## config.mk

```make
export PLATFORM = sky130hd
export DESIGN_NAME = jpeg_metadata_segment_extractor_unit_flat
export DESIGN_NICKNAME = d
export VERILOG_FILES = /design/src/sv/jmse_pkg.sv /design/src/sv/jmse_req_if.sv /design/src/sv/jmse_rsp_if.sv /design/src/sv/jmse_parser.sv /design/src/sv/jmse_emitter.sv /design/src/sv/jpeg_metadata_segment_extractor_unit.sv /design/src/flat_wrapper.sv
export SDC_FILE = /design/constraint.sdc
export NUM_CORES = 1
export LEC_CHECK = 0
export ABC_AREA = 1
export BUFFER_PORTS_ARGS = -buffer_cell sky130_fd_sc_hd__buf_2
export CAP_MARGIN = 20
export CORE_ASPECT_RATIO = 0.75
export CORE_MARGIN = 2
export CORE_UTILIZATION = 30
export CTS_CLUSTER_SIZE = 20
export DETAILED_ROUTE_END_ITERATION = 8
export GPL_ROUTABILITY_DRIVEN = 0
export MAX_ROUTING_LAYER = met4
export SYNTH_ARGS = -nofsm -noshare
export SYNTH_HDL_FRONTEND = slang
export SYNTH_SLANG_ARGS = --single-unit
```

## constraint.sdc

```tcl
create_clock -name clock -period 8.14 [get_ports clock]
set_input_delay 1.221 -clock clock [delete_from_list [all_inputs] [get_ports clock]]
set_output_delay 1.221 -clock clock [all_outputs]
set_load 0.01 [all_outputs]
```

## src/sv/jmse_pkg.sv

```systemverilog
// Package with the shared types, codes and signature tables of the JPEG metadata extractor.
package jmse_pkg;

   localparam int SIG_MAX = 29;
   localparam int SIG_POS_W = $clog2(SIG_MAX);

   localparam logic [2:0] KIND_EXIF     = 3'd0;
   localparam logic [2:0] KIND_IPTC     = 3'd1;
   localparam logic [2:0] KIND_XMP      = 3'd2;
   localparam logic [2:0] KIND_FINISHED = 3'd3;
   localparam logic [2:0] KIND_ERROR    = 3'd4;

   localparam logic [1:0] CLS_EXIF = 2'd0;
   localparam logic [1:0] CLS_IPTC = 2'd1;
   localparam logic [1:0] CLS_XMP  = 2'd2;

   localparam logic [1:0] REG_EXIF_ENABLE = 2'd0;
   localparam logic [1:0] REG_IPTC_ENABLE = 2'd1;
   localparam logic [1:0] REG_XMP_ENABLE  = 2'd2;

   localparam logic [7:0] BYTE_PREFIX = 8'hFF;
   localparam logic [7:0] BYTE_SOI    = 8'hD8;
   localparam logic [7:0] BYTE_EOI    = 8'hD9;
   localparam logic [7:0] BYTE_SOS    = 8'hDA;
   localparam logic [7:0] BYTE_APP1   = 8'hE1;
   localparam logic [7:0] BYTE_APP13  = 8'hED;

   localparam logic [7:0] SIG_TAB [3][SIG_MAX] = '{
      '{8'h45, 8'h78, 8'h69, 8'h66, 8'h00, 8'h00, 8'h00, 8'h00, 8'h00, 8'h00,
        8'h00, 8'h00, 8'h00, 8'h00, 8'h00, 8'h00, 8'h00, 8'h00, 8'h00, 8'h00,
        8'h00, 8'h00, 8'h00, 8'h00, 8'h00, 8'h00, 8'h00, 8'h00, 8'h00},
      '{8'h50, 8'h68, 8'h6F, 8'h74, 8'h6F, 8'h73, 8'h68, 8'h6F, 8'h70, 8'h20,
        8'h33, 8'h2E, 8'h30, 8'h00, 8'h00, 8'h00, 8'h00, 8'h00, 8'h00, 8'h00,
        8'h00, 8'h00, 8'h00, 8'h00, 8'h00, 8'h00, 8'h00, 8'h00, 8'h00},
      '{8'h68, 8'h74, 8'h74, 8'h70, 8'h3A, 8'h2F, 8'h2F, 8'h6E, 8'h73, 8'h2E,
        8'h61, 8'h64, 8'h6F, 8'h62, 8'h65, 8'h2E, 8'h63, 8'h6F, 8'h6D, 8'h2F,
        8'h78, 8'h61, 8'h70, 8'h2F, 8'h31, 8'h2E, 8'h30, 8'h2F, 8'h00}
   };

   typedef enum logic [10:0] {
      PH_SOI0    = 11'b000_0000_0001,
      PH_SOI1    = 11'b000_0000_0010,
      PH_MARK0   = 11'b000_0000_0100,
      PH_MARK1   = 11'b000_0000_1000,
      PH_LENHI   = 11'b000_0001_0000,
      PH_LENLO   = 11'b000_0010_0000,
      PH_SIG     = 11'b000_0100_0000,
      PH_CAPTURE = 11'b000_1000_0000,
      PH_SKIP    = 11'b001_0000_0000,
      PH_DONE    = 11'b010_0000_0000,
      PH_ERROR   = 11'b100_0000_0000
   } phase_type;

   typedef struct packed {
      logic [2:0] kind;
      logic [1:0] cls;
      logic [7:0] data;
      logic       last;
      logic       replay;
   } job_type;

   function automatic logic [SIG_POS_W-1:0] sig_len(input logic [1:0] cls);
      logic [SIG_POS_W-1:0] len;
      case (cls)
         CLS_EXIF: len = SIG_POS_W'(6);
         CLS_IPTC: len = SIG_POS_W'(14);
         CLS_XMP:  len = SIG_POS_W'(29);
         default:  len = '0;
      endcase
      return len;
   endfunction

   function automatic logic [7:0] sig_byte(input logic [1:0] cls,
                                           input logic [SIG_POS_W-1:0] pos);
      logic [7:0] val;
      val = 8'h00;
      if (cls != 2'd3 && pos < SIG_POS_W'(SIG_MAX)) begin
         val = SIG_TAB[cls][pos];
      end
      return val;
   endfunction

endpackage

```

## src/sv/jmse_req_if.sv

```systemverilog
// Interface of the byte input channel.
interface jmse_req_if;
   logic       valid;
   logic       ready;
   logic [7:0] stream_byte;
   logic       new_image;

   modport source (output valid, output stream_byte, output new_image, input ready);
   modport sink (input valid, input stream_byte, input new_image, output ready);
endinterface

```

## src/sv/jmse_rsp_if.sv

```systemverilog
// Interface of the result output channel.
interface jmse_rsp_if;
   logic       valid;
   logic       ready;
   logic [2:0] result_kind;
   logic [7:0] payload_byte;
   logic       segment_last;

   modport source (output valid, output result_kind, output payload_byte,
                   output segment_last, input ready);
   modport sink (input valid, input result_kind, input payload_byte,
                 input segment_last, output ready);
endinterface

```

## src/sv/jmse_parser.sv

```systemverilog
// Marker and segment parser that turns each accepted byte into at most one result job.
module jmse_parser
   import jmse_pkg::*;
(
   input  logic         clock,
   input  logic         reset,
   jmse_req_if.sink     req_ch,
   input  logic         csr_write_en,
   input  logic [1:0]   csr_index,
   input  logic         csr_write_data,
   input  logic         job_ready,
   output logic         job_valid,
   output job_type      job
);

   phase_type            phase_ff, phase_in, phase_eff;
   logic [7:0]           marker_ff, marker_in;
   logic [7:0]           len_high_ff, len_high_in;
   logic [15:0]          remain_ff, remain_in, remain_dec, seg_len;
   logic [SIG_POS_W-1:0] sig_pos_ff, sig_pos_in;
   logic [2:0]           cand_ff, cand_in, cand_new, hit, done;
   logic [1:0]           cls_ff, cls_in, cls_sel;
   logic                 exif_en_ff, iptc_en_ff, xmp_en_ff;
   logic                 accept, emit;
   logic [7:0]           b;

   assign req_ch.ready = job_ready;
   assign accept = req_ch.valid && job_ready;
   assign b = req_ch.stream_byte;
   assign job_valid = accept && emit;
   assign phase_eff = req_ch.new_image ? PH_SOI0 : phase_ff;
   assign remain_dec = (remain_ff != 16'd0) ? remain_ff - 16'd1 : remain_ff;
   assign seg_len = {len_high_ff, b};

   always_comb begin
      for (int c = 0; c < 3; c++) begin
         hit[c] = cand_ff[c] && (sig_pos_ff < sig_len(2'(c)))
                  && (b == sig_byte(2'(c), sig_pos_ff));
         done[c] = hit[c] && ((sig_pos_ff + SIG_POS_W'(1)) == sig_len(2'(c)));
      end
      cls_sel = done[0] ? CLS_EXIF : (done[1] ? CLS_IPTC : CLS_XMP);
      cand_new = 3'b000;
      if (marker_ff == BYTE_APP1 && seg_len >= 16'd8) begin
         cand_new[CLS_EXIF] = exif_en_ff;
         cand_new[CLS_XMP] = (seg_len >= 16'd31) && xmp_en_ff;
      end else if (marker_ff == BYTE_APP13 && seg_len >= 16'd16) begin
         cand_new[CLS_IPTC] = iptc_en_ff;
      end
   end

   always_comb begin
      phase_in = phase_eff;
      marker_in = marker_ff;
      len_high_in = len_high_ff;
      remain_in = remain_ff;
      sig_pos_in = sig_pos_ff;
      cand_in = cand_ff;
      cls_in = cls_ff;
      emit = 1'b0;
      job = '{kind: KIND_ERROR, cls: CLS_EXIF, data: 8'h00, last: 1'b0, replay: 1'b0};
      case (phase_eff)
         PH_SOI0: begin
            if (b != BYTE_PREFIX) begin
               phase_in = PH_ERROR;
               emit = 1'b1;
            end else begin
               phase_in = PH_SOI1;
            end
         end
         PH_SOI1: begin
            if (b != BYTE_SOI) begin
               phase_in = PH_ERROR;
               emit = 1'b1;
            end else begin
               phase_in = PH_MARK0;
            end
         end
         PH_MARK0: begin
            if (b != BYTE_PREFIX) begin
               phase_in = PH_ERROR;
               emit = 1'b1;
            end else begin
               phase_in = PH_MARK1;
            end
         end
         PH_MARK1: begin
            if (b == BYTE_EOI || b == BYTE_SOS) begin
               phase_in = PH_DONE;
               emit = 1'b1;
               job.kind = KIND_FINISHED;
            end else begin
               marker_in = b;
               phase_in = PH_LENHI;
            end
         end
         PH_LENHI: begin
            len_high_in = b;
            phase_in = PH_LENLO;
         end
         PH_LENLO: begin
            if (seg_len < 16'd2) begin
               phase_in = PH_ERROR;
               emit = 1'b1;
            end else begin
               remain_in = seg_len - 16'd2;
               sig_pos_in = '0;
               cand_in = cand_new;
               if (cand_new != 3'b000) begin
                  phase_in = PH_SIG;
               end else if (seg_len != 16'd2) begin
                  phase_in = PH_SKIP;
               end else begin
                  phase_in = PH_MARK0;
               end
            end
         end
         PH_SIG: begin
            remain_in = remain_dec;
            if (done != 3'b000) begin
               cls_in = cls_sel;
               cand_in = 3'b000;
               emit = 1'b1;
               job = '{kind: {1'b0, cls_sel}, cls: cls_sel, data: 8'h00,
                       last: (remain_dec == 16'd0), replay: 1'b1};
               phase_in = (remain_dec != 16'd0) ? PH_CAPTURE : PH_MARK0;
            end else if (hit == 3'b000 || remain_dec == 16'd0) begin
               cand_in = 3'b000;
               phase_in = (remain_dec != 16'd0) ? PH_SKIP : PH_MARK0;
            end else begin
               cand_in = hit;
               sig_pos_in = sig_pos_ff + SIG_POS_W'(1);
            end
         end
         PH_CAPTURE: begin
            remain_in = remain_dec;
            emit = 1'b1;
            job = '{kind: {1'b0, cls_ff}, cls: cls_ff, data: b,
                    last: (remain_dec == 16'd0), replay: 1'b0};
            if (remain_dec == 16'd0) begin
               phase_in = PH_MARK0;
            end
         end
         PH_SKIP: begin
            remain_in = remain_dec;
            if (remain_dec == 16'd0) begin
               phase_in = PH_MARK0;
            end
         end
         PH_DONE, PH_ERROR: begin
            phase_in = phase_eff;
         end
         default: begin
            phase_in = PH_ERROR;
            emit = 1'b1;
         end
      endcase
   end

   always_ff @(posedge clock) begin
      if (reset) begin
         phase_ff <= PH_SOI0;
      end else if (accept) begin
         phase_ff <= phase_in;
      end
   end

   always_ff @(posedge clock) begin
      if (accept) begin
         marker_ff <= marker_in;
         len_high_ff <= len_high_in;
         remain_ff <= remain_in;
         sig_pos_ff <= sig_pos_in;
         cand_ff <= cand_in;
         cls_ff <= cls_in;
      end
   end

   always_ff @(posedge clock) begin
      if (reset) begin
         exif_en_ff <= 1'b1;
         iptc_en_ff <= 1'b1;
         xmp_en_ff <= 1'b1;
      end else if (csr_write_en) begin
         case (csr_index)
            REG_EXIF_ENABLE: exif_en_ff <= csr_write_data;
            REG_IPTC_ENABLE: iptc_en_ff <= csr_write_data;
            REG_XMP_ENABLE:  xmp_en_ff <= csr_write_data;
            default: ;
         endcase
      end
   end

endmodule

```

## src/sv/jmse_emitter.sv

```systemverilog
// Result register that presents single results and replays matched signatures byte by byte.
module jmse_emitter
   import jmse_pkg::*;
(
   input  logic         clock,
   input  logic         reset,
   input  logic         job_valid,
   input  job_type      job,
   output logic         job_ready,
   jmse_rsp_if.source   rsp_ch
);

   logic                 out_valid_ff;
   job_type              job_ff;
   logic [SIG_POS_W-1:0] idx_ff;
   logic                 idx_last, finishing;

   assign idx_last = (idx_ff == (sig_len(job_ff.cls) - SIG_POS_W'(1)));
   assign finishing = !job_ff.replay || idx_last;
   assign job_ready = !out_valid_ff || (rsp_ch.ready && finishing);

   assign rsp_ch.valid = out_valid_ff;
   assign rsp_ch.result_kind = job_ff.kind;
   assign rsp_ch.payload_byte = job_ff.replay ? sig_byte(job_ff.cls, idx_ff) : job_ff.data;
   assign rsp_ch.segment_last = job_ff.replay ? (job_ff.last && idx_last) : job_ff.last;

   always_ff @(posedge clock) begin
      if (reset) begin
         out_valid_ff <= 1'b0;
      end else if (job_valid && job_ready) begin
         out_valid_ff <= 1'b1;
      end else if (rsp_ch.ready && finishing) begin
         out_valid_ff <= 1'b0;
      end
   end

   always_ff @(posedge clock) begin
      if (job_valid && job_ready) begin
         job_ff <= job;
         idx_ff <= '0;
      end else if (out_valid_ff && rsp_ch.ready && !finishing) begin
         idx_ff <= idx_ff + SIG_POS_W'(1);
      end
   end

endmodule

```

## src/sv/jpeg_metadata_segment_extractor_unit.sv

```systemverilog
// Top level of the JPEG metadata segment extractor.
// A byte's result is presented on the result channel in the cycle after its transfer.
// Throughput is one byte per cycle while the result channel is ready and nothing is
// replayed; the single result register sets that figure. A signature match replays
// 6, 14 or 29 results, one per cycle when ready, stalling input until the last is presented.
// Synchronous reset sets the parser to expect the start marker and all enables to one.
module jpeg_metadata_segment_extractor_unit
   import jmse_pkg::*;
(
   input  logic         clock,
   input  logic         reset,
   jmse_req_if.sink     req_ch,
   jmse_rsp_if.source   rsp_ch,
   input  logic         csr_write_en,
   input  logic [1:0]   csr_index,
   input  logic         csr_write_data
);

   logic    job_valid, job_ready;
   job_type job;

   jmse_parser u_parser (
      .clock          (clock),
      .reset          (reset),
      .req_ch         (req_ch),
      .csr_write_en   (csr_write_en),
      .csr_index      (csr_index),
      .csr_write_data (csr_write_data),
      .job_ready      (job_ready),
      .job_valid      (job_valid),
      .job            (job)
   );

   jmse_emitter u_emitter (
      .clock     (clock),
      .reset     (reset),
      .job_valid (job_valid),
      .job       (job),
      .job_ready (job_ready),
      .rsp_ch    (rsp_ch)
   );

`ifndef SYNTHESIS
   assert property (@(posedge clock) disable iff (reset)
      rsp_ch.valid |-> (rsp_ch.result_kind <= KIND_ERROR))
      else $error("Result kind out of range.");

   assert property (@(posedge clock) disable iff (reset)
      (rsp_ch.valid && (rsp_ch.result_kind == KIND_FINISHED ||
                        rsp_ch.result_kind == KIND_ERROR))
      |-> (rsp_ch.payload_byte == 8'h00 && !rsp_ch.segment_last))
      else $error("Finished or error result carries payload.");

   assert property (@(posedge clock) disable iff (reset)
      !rsp_ch.valid |-> req_ch.ready)
      else $error("Input stalled while the result register is empty.");
`endif

endmodule
```

## src/flat_wrapper.sv

```systemverilog
// flat-port wrapper written by rule: the top's interface ports become plain ports
module jpeg_metadata_segment_extractor_unit_flat import jmse_pkg::*;
  (clock, reset, csr_write_en, csr_index, csr_write_data, req_ch_valid, req_ch_stream_byte, req_ch_new_image, req_ch_ready, rsp_ch_valid, rsp_ch_result_kind, rsp_ch_payload_byte, rsp_ch_segment_last, rsp_ch_ready);
  jmse_req_if req_ch_i ();
  jmse_rsp_if rsp_ch_i ();
  input  logic clock;
  input  logic reset;
  input  logic csr_write_en;
  input  logic [1:0] csr_index;
  input  logic csr_write_data;
  input wire logic [$bits(req_ch_i.valid)-1:0] req_ch_valid;
  input wire logic [$bits(req_ch_i.stream_byte)-1:0] req_ch_stream_byte;
  input wire logic [$bits(req_ch_i.new_image)-1:0] req_ch_new_image;
  output wire logic [$bits(req_ch_i.ready)-1:0] req_ch_ready;
  output wire logic [$bits(rsp_ch_i.valid)-1:0] rsp_ch_valid;
  output wire logic [$bits(rsp_ch_i.result_kind)-1:0] rsp_ch_result_kind;
  output wire logic [$bits(rsp_ch_i.payload_byte)-1:0] rsp_ch_payload_byte;
  output wire logic [$bits(rsp_ch_i.segment_last)-1:0] rsp_ch_segment_last;
  input wire logic [$bits(rsp_ch_i.ready)-1:0] rsp_ch_ready;
  assign req_ch_i.valid = req_ch_valid;
  assign req_ch_i.stream_byte = req_ch_stream_byte;
  assign req_ch_i.new_image = req_ch_new_image;
  assign req_ch_ready = req_ch_i.ready;
  assign rsp_ch_valid = rsp_ch_i.valid;
  assign rsp_ch_result_kind = rsp_ch_i.result_kind;
  assign rsp_ch_payload_byte = rsp_ch_i.payload_byte;
  assign rsp_ch_segment_last = rsp_ch_i.segment_last;
  assign rsp_ch_i.ready = rsp_ch_ready;
  jpeg_metadata_segment_extractor_unit u_core (.clock(clock), .reset(reset), .req_ch(req_ch_i), .rsp_ch(rsp_ch_i), .csr_write_en(csr_write_en), .csr_index(csr_index), .csr_write_data(csr_write_data));
endmodule
```

After elaboration in Yosys (flattened, before gate mapping). Memories as Yosys holds them, arrays and structs flattened. Cells that the tools add are included.

Divide/modulo/power cells: 0. Add/sub/neg operators: 5. Mux-type cells: 62. $mul: 0. Magnitude comparators: 11. Shifts and indexed selects: 0. Reductions and logical operators: 52. Bitwise logic cells: 4. Equal/unequal tests: 33.

Operators with widths (number): 232-bit binary-select mux with 2-bit select (1); 232-bit two-way mux (2); 8-bit two-way mux (14); 11-bit one-hot mux with 9 select lines (1); 11-bit two-way mux (8); 8-bit binary-select mux with 5-bit select (1); 8-bit == test (second input constant) (4); 16-bit by 5-bit greater-or-equal comparator with 1-bit output (second input constant) (2); 16-bit two-way mux (2); 16-bit one-hot mux with 2 select lines (1); 16-bit nonzero test (2); 9-bit two-way mux (3); 8-bit == test (3); 12-bit one-hot mux with 2 select lines (1); 1-bit logical AND (20); 16-bit by 4-bit greater-or-equal comparator with 1-bit output (second input constant) (1); 16-bit zero test (1); 16-bit by 2-bit less-than comparator with 1-bit output (second input constant) (1); 16-bit by 2-bit != test with 1-bit output (second input constant) (1); 8-bit != test (second input constant) (2); 16-bit by 1-bit subtractor with 16-bit output (second input constant) (1); 16-bit by 2-bit subtractor with 16-bit output (second input constant) (1); 15-bit two-way mux (1); 5-bit two-way mux (3); other kinds (49) (90).

Bits in writable memories: 0. Output and inout port bits: 14. Input port bits: 17. Memories: 3. Logic and storage cells: 187. Memory bits (read-only): 768. Latch bits: 0. Flip-flop bits (word level): 77.

Memory list: (no name shown) (words 32, width 8, rd ports 1, clocked after Yosys merged registers in 0, write ports 0, RTL line jmse_pkg.sv:78) `val = SIG_TAB[cls][pos];`; (no name shown) (words 32, width 8, rd ports 1, clocked after Yosys merged registers in 0, write ports 0, RTL line jmse_pkg.sv:78); (no name shown) (words 32, width 8, rd ports 1, clocked after Yosys merged registers in 0, write ports 0, RTL line jmse_pkg.sv:78).

Depth between registers and ports, before layout.
Word-level depth: 14. Mapped depth: 22. Mapped depth without buffers: 21.

By module. A second synthesis with hierarchy kept.

Cells, all modules: 1080. Area, all modules: 7001.7 um^2.

By module, submodules not included: jmse_parser (times used 1, cells each 806, area an instance 5172.5 um^2, seq. area each 1541.5 um^2); jmse_emitter (times used 1, cells each 274, area an instance 1829.3 um^2, seq. area each 570.5 um^2).

Worst setup path after synthesis. No wires, ideal clock.

Path type: input port to flip-flop. Start point: input req_ch_new_image. End point: register u_core.u_parser.remain_ff[0], enable pin. Stages: 13. Path buffers: 2. Setup time: 0.414 ns. Data required time: 7.726 ns. Arrival: 3.726 ns. Setup slack: 3.999 ns. Cells stage by stage: buf_4 inv_2 nand2_1 nor2_1 nand2_1 inv_1 nand2_1 inv_1 nand2_1 nand2_1 nor2_1 buf_2 a211oi_1.

Cells in the longest elaborated chain, start to end: 5. Elaborated cells on any way between the ends: 9. Those cells by class: eq/ne (5); mux (1); reduce/logical (3).

RTL lines: start, declared (RTL line flat_wrapper.sv:13) `input wire logic [$bits(req_ch_i.new_image)-1:0] req_ch_new_image;`; 11-bit two-way mux (*) (RTL line jmse_parser.sv:31) `assign phase_eff = req_ch.new_image ? PH_SOI0 : phase_ff;`; 11-bit by 9-bit == test with 1-bit output, or another cell as far along (RTL line jmse_parser.sv:61) `case (phase_eff)`; 3-bit OR reduction (no source line); 2-bit nonzero test (no source line); 3-bit AND reduction (no source line) (*); end signal, assigned (RTL line jmse_parser.sv:171) `remain_ff <= remain_in;`; end, declared (RTL line jmse_parser.sv:19) `logic [15:0] remain_ff, remain_in, remain_dec, seg_len;`.

Mark *: on every way between the ends. The rest lies on a longest branch, timed or not. A chain may end at the register's enable or synchronous reset.

Worst setup path after layout.
Start point: register u_core.u_emitter.idx_ff[0]. End point: output rsp_ch_payload_byte[3].

Cells in the longest elaborated chain, start to end: 6. Elaborated cells on any way between the ends: 8. Those cells by class: order compare (1); mux (5); bitwise (1); reduce/logical (1).

RTL lines: start, declared (RTL line jmse_emitter.sv:15) `logic [SIG_POS_W-1:0] idx_ff;`; start signal, assigned (RTL line jmse_emitter.sv:42) `idx_ff <= idx_ff + SIG_POS_W'(1);`; 5-bit inverter with 6-bit output (not written as such) (RTL line jmse_pkg.sv:78); 8-bit binary-select mux with 5-bit select (RTL line jmse_pkg.sv:78); 8-bit two-way mux (not written as such) (2 in a row) (RTL line jmse_pkg.sv:78); 8-bit two-way mux (*) (RTL line jmse_pkg.sv:77) `if (cls != 2'd3 && pos < SIG_POS_W'(SIG_MAX)) begin`; 8-bit two-way mux (*) (RTL line jmse_emitter.sv:24) `assign rsp_ch.payload_byte = job_ff.replay ? sig_byte(job_ff.cls, idx_ff) : job_ff.data;`; end, declared (RTL line flat_wrapper.sv:17) `output wire logic [$bits(rsp_ch_i.payload_byte)-1:0] rsp_ch_payload_byte;`.

Mark *: on every way between the ends. The rest lies on a longest branch, timed or not. The select of a mux whose other input is x is not followed.

==> results by group <==
Routing
  • Wire length per cell: approximately 14 um
  • Total wire length: about 19 mm
  • Vias: around 6.5k
  • Vias/cell: approximately 5.0
  • 1st-pass router iterations: 5
  • Final ANT Viol Nets: 0
  • Iteration-0 DRC Markers: around 740
  • DRC errors left: 0

Floorplan
  • Row count: 46
  • Core Box Area: 21400 um^2
  • Io pins: 31
  • Initial Util: 0.309
  • Die area: approximately 23000 um^2
  • Die Span Y: approximately 130 um
  • Die width: ~180 um

Clock tree
  • CTS tree: done
  • Setup bufs post-CTS: 0
  • CTS max path bufs: 2
  • TritonCTS Buffers: 9
  • # H-tree levels: 3
  • CTS sink count: between 70 and 80
  • Worst skew pair latency: roughly 0.35 ns
  • Cts repair resizes: 0
  • CTS Hold Bufs: 0
  • Root Buffer: clkbuf_16
  • Clock slew at reported path FFs: about 0.06 ns

Timing
  • Max Clock Freq: 0.248 GHz
  • Period utilization: 0.495
  • Rel. slew slack: 0.363
  • Post-layout min period: approximately 4.0 ns
  • Setup TNS: 0 ns
  • Slew @ Worst Pin: roughly 0.95 ns
  • RSZ-0062 raised after global routing: false
  • Setup Viol. Count Final: 0
  • Hold Fails Final Rpt: 0
  • Clk_skew: about 0.0080 ns
  • Final Max Tran Viols: 0

Logic synthesis
  • Main synth FF type: edfxtp_1
  • FF+latch count, synth: a little under 80
  • Number of synthesized flops with an enable pin: 57
  • Gate Count Post-Synth: between 1k and 1.5k
  • Synth unique cells: 54
  • Register area share after synthesis: 0.320
  • Post-synth net total: 1041
  • Asr flop ratio synth: 0
  • Post-synthesis area per instance: about 6.6 um^2
  • Synth warn: 0
  • Post-synthesis cell area: 6610 um^2

Global routing
  • Vias in the first global route: 5690
  • First-pass GRT wire length: 30.4 mm
  • Largest net degree at the start of global routing: 24
  • Gr ovfl total: 0
  • Initial antenna violation count: 1
  • Gr usage total: 0.168

Critical path
  • Startpoint types: flop
  • Buf+Inv Stages, Crit Path: 2
  • Crit-path max FO: 14
  • Crit-path cells: clkinv_1 -> ha_1 -> nor2_1 -> nor2_1 -> o21ai_0 -> o21ai_0 -> o221ai_1 -> o21ai_0 -> buf_2
  • WS Path Type: flop to output pin
  • CP arrival: about 2.8 ns
  • Crit path required time: just under 7 ns
  • CP endpoint kind: output pin
  • Slowest CP cell: dfxtp_1
  • Crit path max-delay family: flip-flops
  • CP peak stage delay: between 0.6 and 0.7 ns
  • Critical Path Most Common Cell: o21ai_0

Layout
  • Multi-input gate area: roughly 3800 um^2
  • Fillers: between 2k and 2.5k
  • Layout cells sized above 1: 0.0924
  • Final std cells w/o fill: 1306
  • FF/Latch Area: ~2100 um^2
  • Nets: approximately 1.1k
  • Syn-to-layout area delta: 10.3%

Job
  • Max-Cap Viols: 0

Power
  • Peak VDD IR: 160 uV
  • P_sw: 0.240 mW
  • Cell leakage power: approximately 3.3 nW
  • Clock share of power: 0.442
  • Combinational share of power: 0.109
  • Sw Ratio: 0.248
  • Power per cell area: about 130 nW/um^2
  • P_int: 0.729 mW
  • Flop pwr share: 0.449

Place
  • Post-DP HPWL: 14.5 mm
  • Placed cells: approximately 1.3k
  • IO buf count: 30

Outcome
  • Status: finished, final reports clean

Worst hold path
  • Hold Crit Class: flop to flop
==> cells in the final DEF (no fill, tap or decap), types with 5 or more instances in the layout <==
master	count
a21oi_1	45
a31oi_1	5
buf_2	30
clkbuf_16	9
dfxtp_1	20
edfxtp_1	57
ha_1	23
inv_1	120
inv_2	7
nand2_1	260
nand2_2	6
nand3_1	84
nand3_2	5
nand3b_1	8
nand4_1	14
nor2_1	144
nor2_2	5
nor2_4	5
nor3_1	16
nor4_1	6
o211ai_1	5
o21ai_0	71
xor2_1	12
==> path summary, 6_finish.rpt <==
path | startpoint | endpoint | slack (ns) | cells past startpoint
hold / removal | u_core.u_parser.phase_ff[3]$_SDFFE_PP0P_ | u_core.u_parser.phase_ff[3]$_SDFFE_PP0P_ | 0.46 | 2
setup / recovery | u_core.u_emitter.idx_ff[0]$_SDFFE_PP0P_ | rsp_ch_payload_byte[3] | 4.11 | 9
hold reg to reg | u_core.u_parser.phase_ff[3]$_SDFFE_PP0P_ | u_core.u_parser.phase_ff[3]$_SDFFE_PP0P_ | 0.46 | 2
setup reg to reg | u_core.u_parser.sig_pos_ff[2]$_SDFFCE_PN0P_ | u_core.u_emitter.job_ff[5]$_DFFE_PP_ | 4.54 | 16
==> area by class of cell <==
| class | instances | share of cell area |
|---|---|---|
| multi-input combinational | 759 | 0.524 |
| sequential | 77 | 0.290 |
| inverter | 132 | 0.0687 |
| tap | 288 | 0.0495 |
| clock buffer | 10 | 0.0314 |
| timing repair buffer | 33 | 0.0237 |
| clock inverter | 6 | 0.0120 |
| antenna | 1 | 0.000343 |
==> metrics by stage <==
| step | utilization | total power [mW] | hold slack [ns] | area (um^2) | setup slack, ns |
|---|---|---|---|---|---|
| finish | 0.341 | 0.970 | 0.464 | 7290 | 4.11 |
| global route | 0.341 | 1.01 | 0.493 | 7290 | 3.97 |
| CTS | 0.341 | 0.976 | 0.467 | 7280 | 4.17 |
| detailed placement | 0.326 | 0.548 | 0.459 | 6960 | 4.17 |
| global placement | 0.326 | 0.548 | 0.454 | 6950 | 4.09 |
| floorplan | - | 0.513 | 0.436 | 6610 | 4.00 |
==> cells in the mapped netlist, drive strengths merged (5+ instances only) <==
| master | instances | area share |
|---|---|---|
| edfxtp | 57 | 0.26 |
| a21oi | 46 | 0.037 |
| nand3b | 8 | 0.0091 |
| o211ai | 6 | 0.0076 |
| a31oi | 5 | 0.0047 |
| clkbuf | 13 | 0.0076 |
| ha | 23 | 0.044 |
| buf | 20 | 0.020 |
| nand3 | 90 | 0.074 |
| nor4 | 6 | 0.0057 |
| nor2 | 155 | 0.098 |
| nor3 | 17 | 0.014 |
| dfxtp | 20 | 0.061 |
| nand4 | 14 | 0.013 |
| xor2 | 13 | 0.018 |
| nand2 | 268 | 0.16 |
| o21ai | 77 | 0.060 |
| inv | 129 | 0.074 |
==> kinds of logic (layout without fill, tap and decap cells) <==
family	after synthesis	in the layout	synth area share
and+or+nand+nor	569	569	0.382
xor gates and xnor gates	16	16	0.0223
adders and majority gates	23	23	0.0436
buffers and inverters	165	181	0.103
AOI/OAI and AO/OA	151	151	0.130
DFF	77	77	0.320
other	0	1	0
==> state kept, by name, summed over array words and instances, names as in the netlist, 2 cells and up <==
name,cells
u_core.u_parser.cand_ff,3
u_core.u_emitter.rsp_ch.result_kind,3
u_core.u_parser.len_high_ff,8
u_core.u_parser.sig_pos_ff,5
u_core.u_parser.remain_ff,16
u_core.u_emitter.job_ff,12
u_core.u_parser.cls_ff,2
u_core.u_parser.marker_ff,8
u_core.u_parser.phase_ff,11
u_core.u_emitter.idx_ff,5
==> worst reg2reg max path, cell delays in order (launching register included) <==
cell and delay, ns:
edfxtp_1 0.71, inv_2 0.39, ha_1 0.27, inv_1 0.08, a21oi_1 0.27, nand2_1 0.12, nand2_1 0.07, nand2_1 0.05
nor2_1 0.09, nand2_1 0.10, nor2_2 0.15, nand2_2 0.08, nand2_2 0.09, nor2_4 0.05, inv_4 0.06, nand2_4 0.08
a21oi_4 0.58
==> layer usage <==
metal	vias up	global-route usage	share of wire
li1	3300	-	-
met1	2971	0.246	0.50
met2	231	0.233	0.42
met3	18	0.0376	0.068
met4	0	0.0352	0.013
met5	-	-	0
==> power groups by stage <==
| stage | logic, mW | clock network [mW] | registers, mW |
|---|---|---|---|
| global placement | 0.105 | 0 | 0.443 |
| global route | 0.119 | 0.452 | 0.436 |
| detailed placement | 0.105 | 0 | 0.443 |
| CTS | 0.105 | 0.437 | 0.435 |
| finish | 0.106 | 0.429 | 0.435 |
| floorplan | 0.0736 | 0 | 0.439 |
Power figures use the tool's default switching activity.
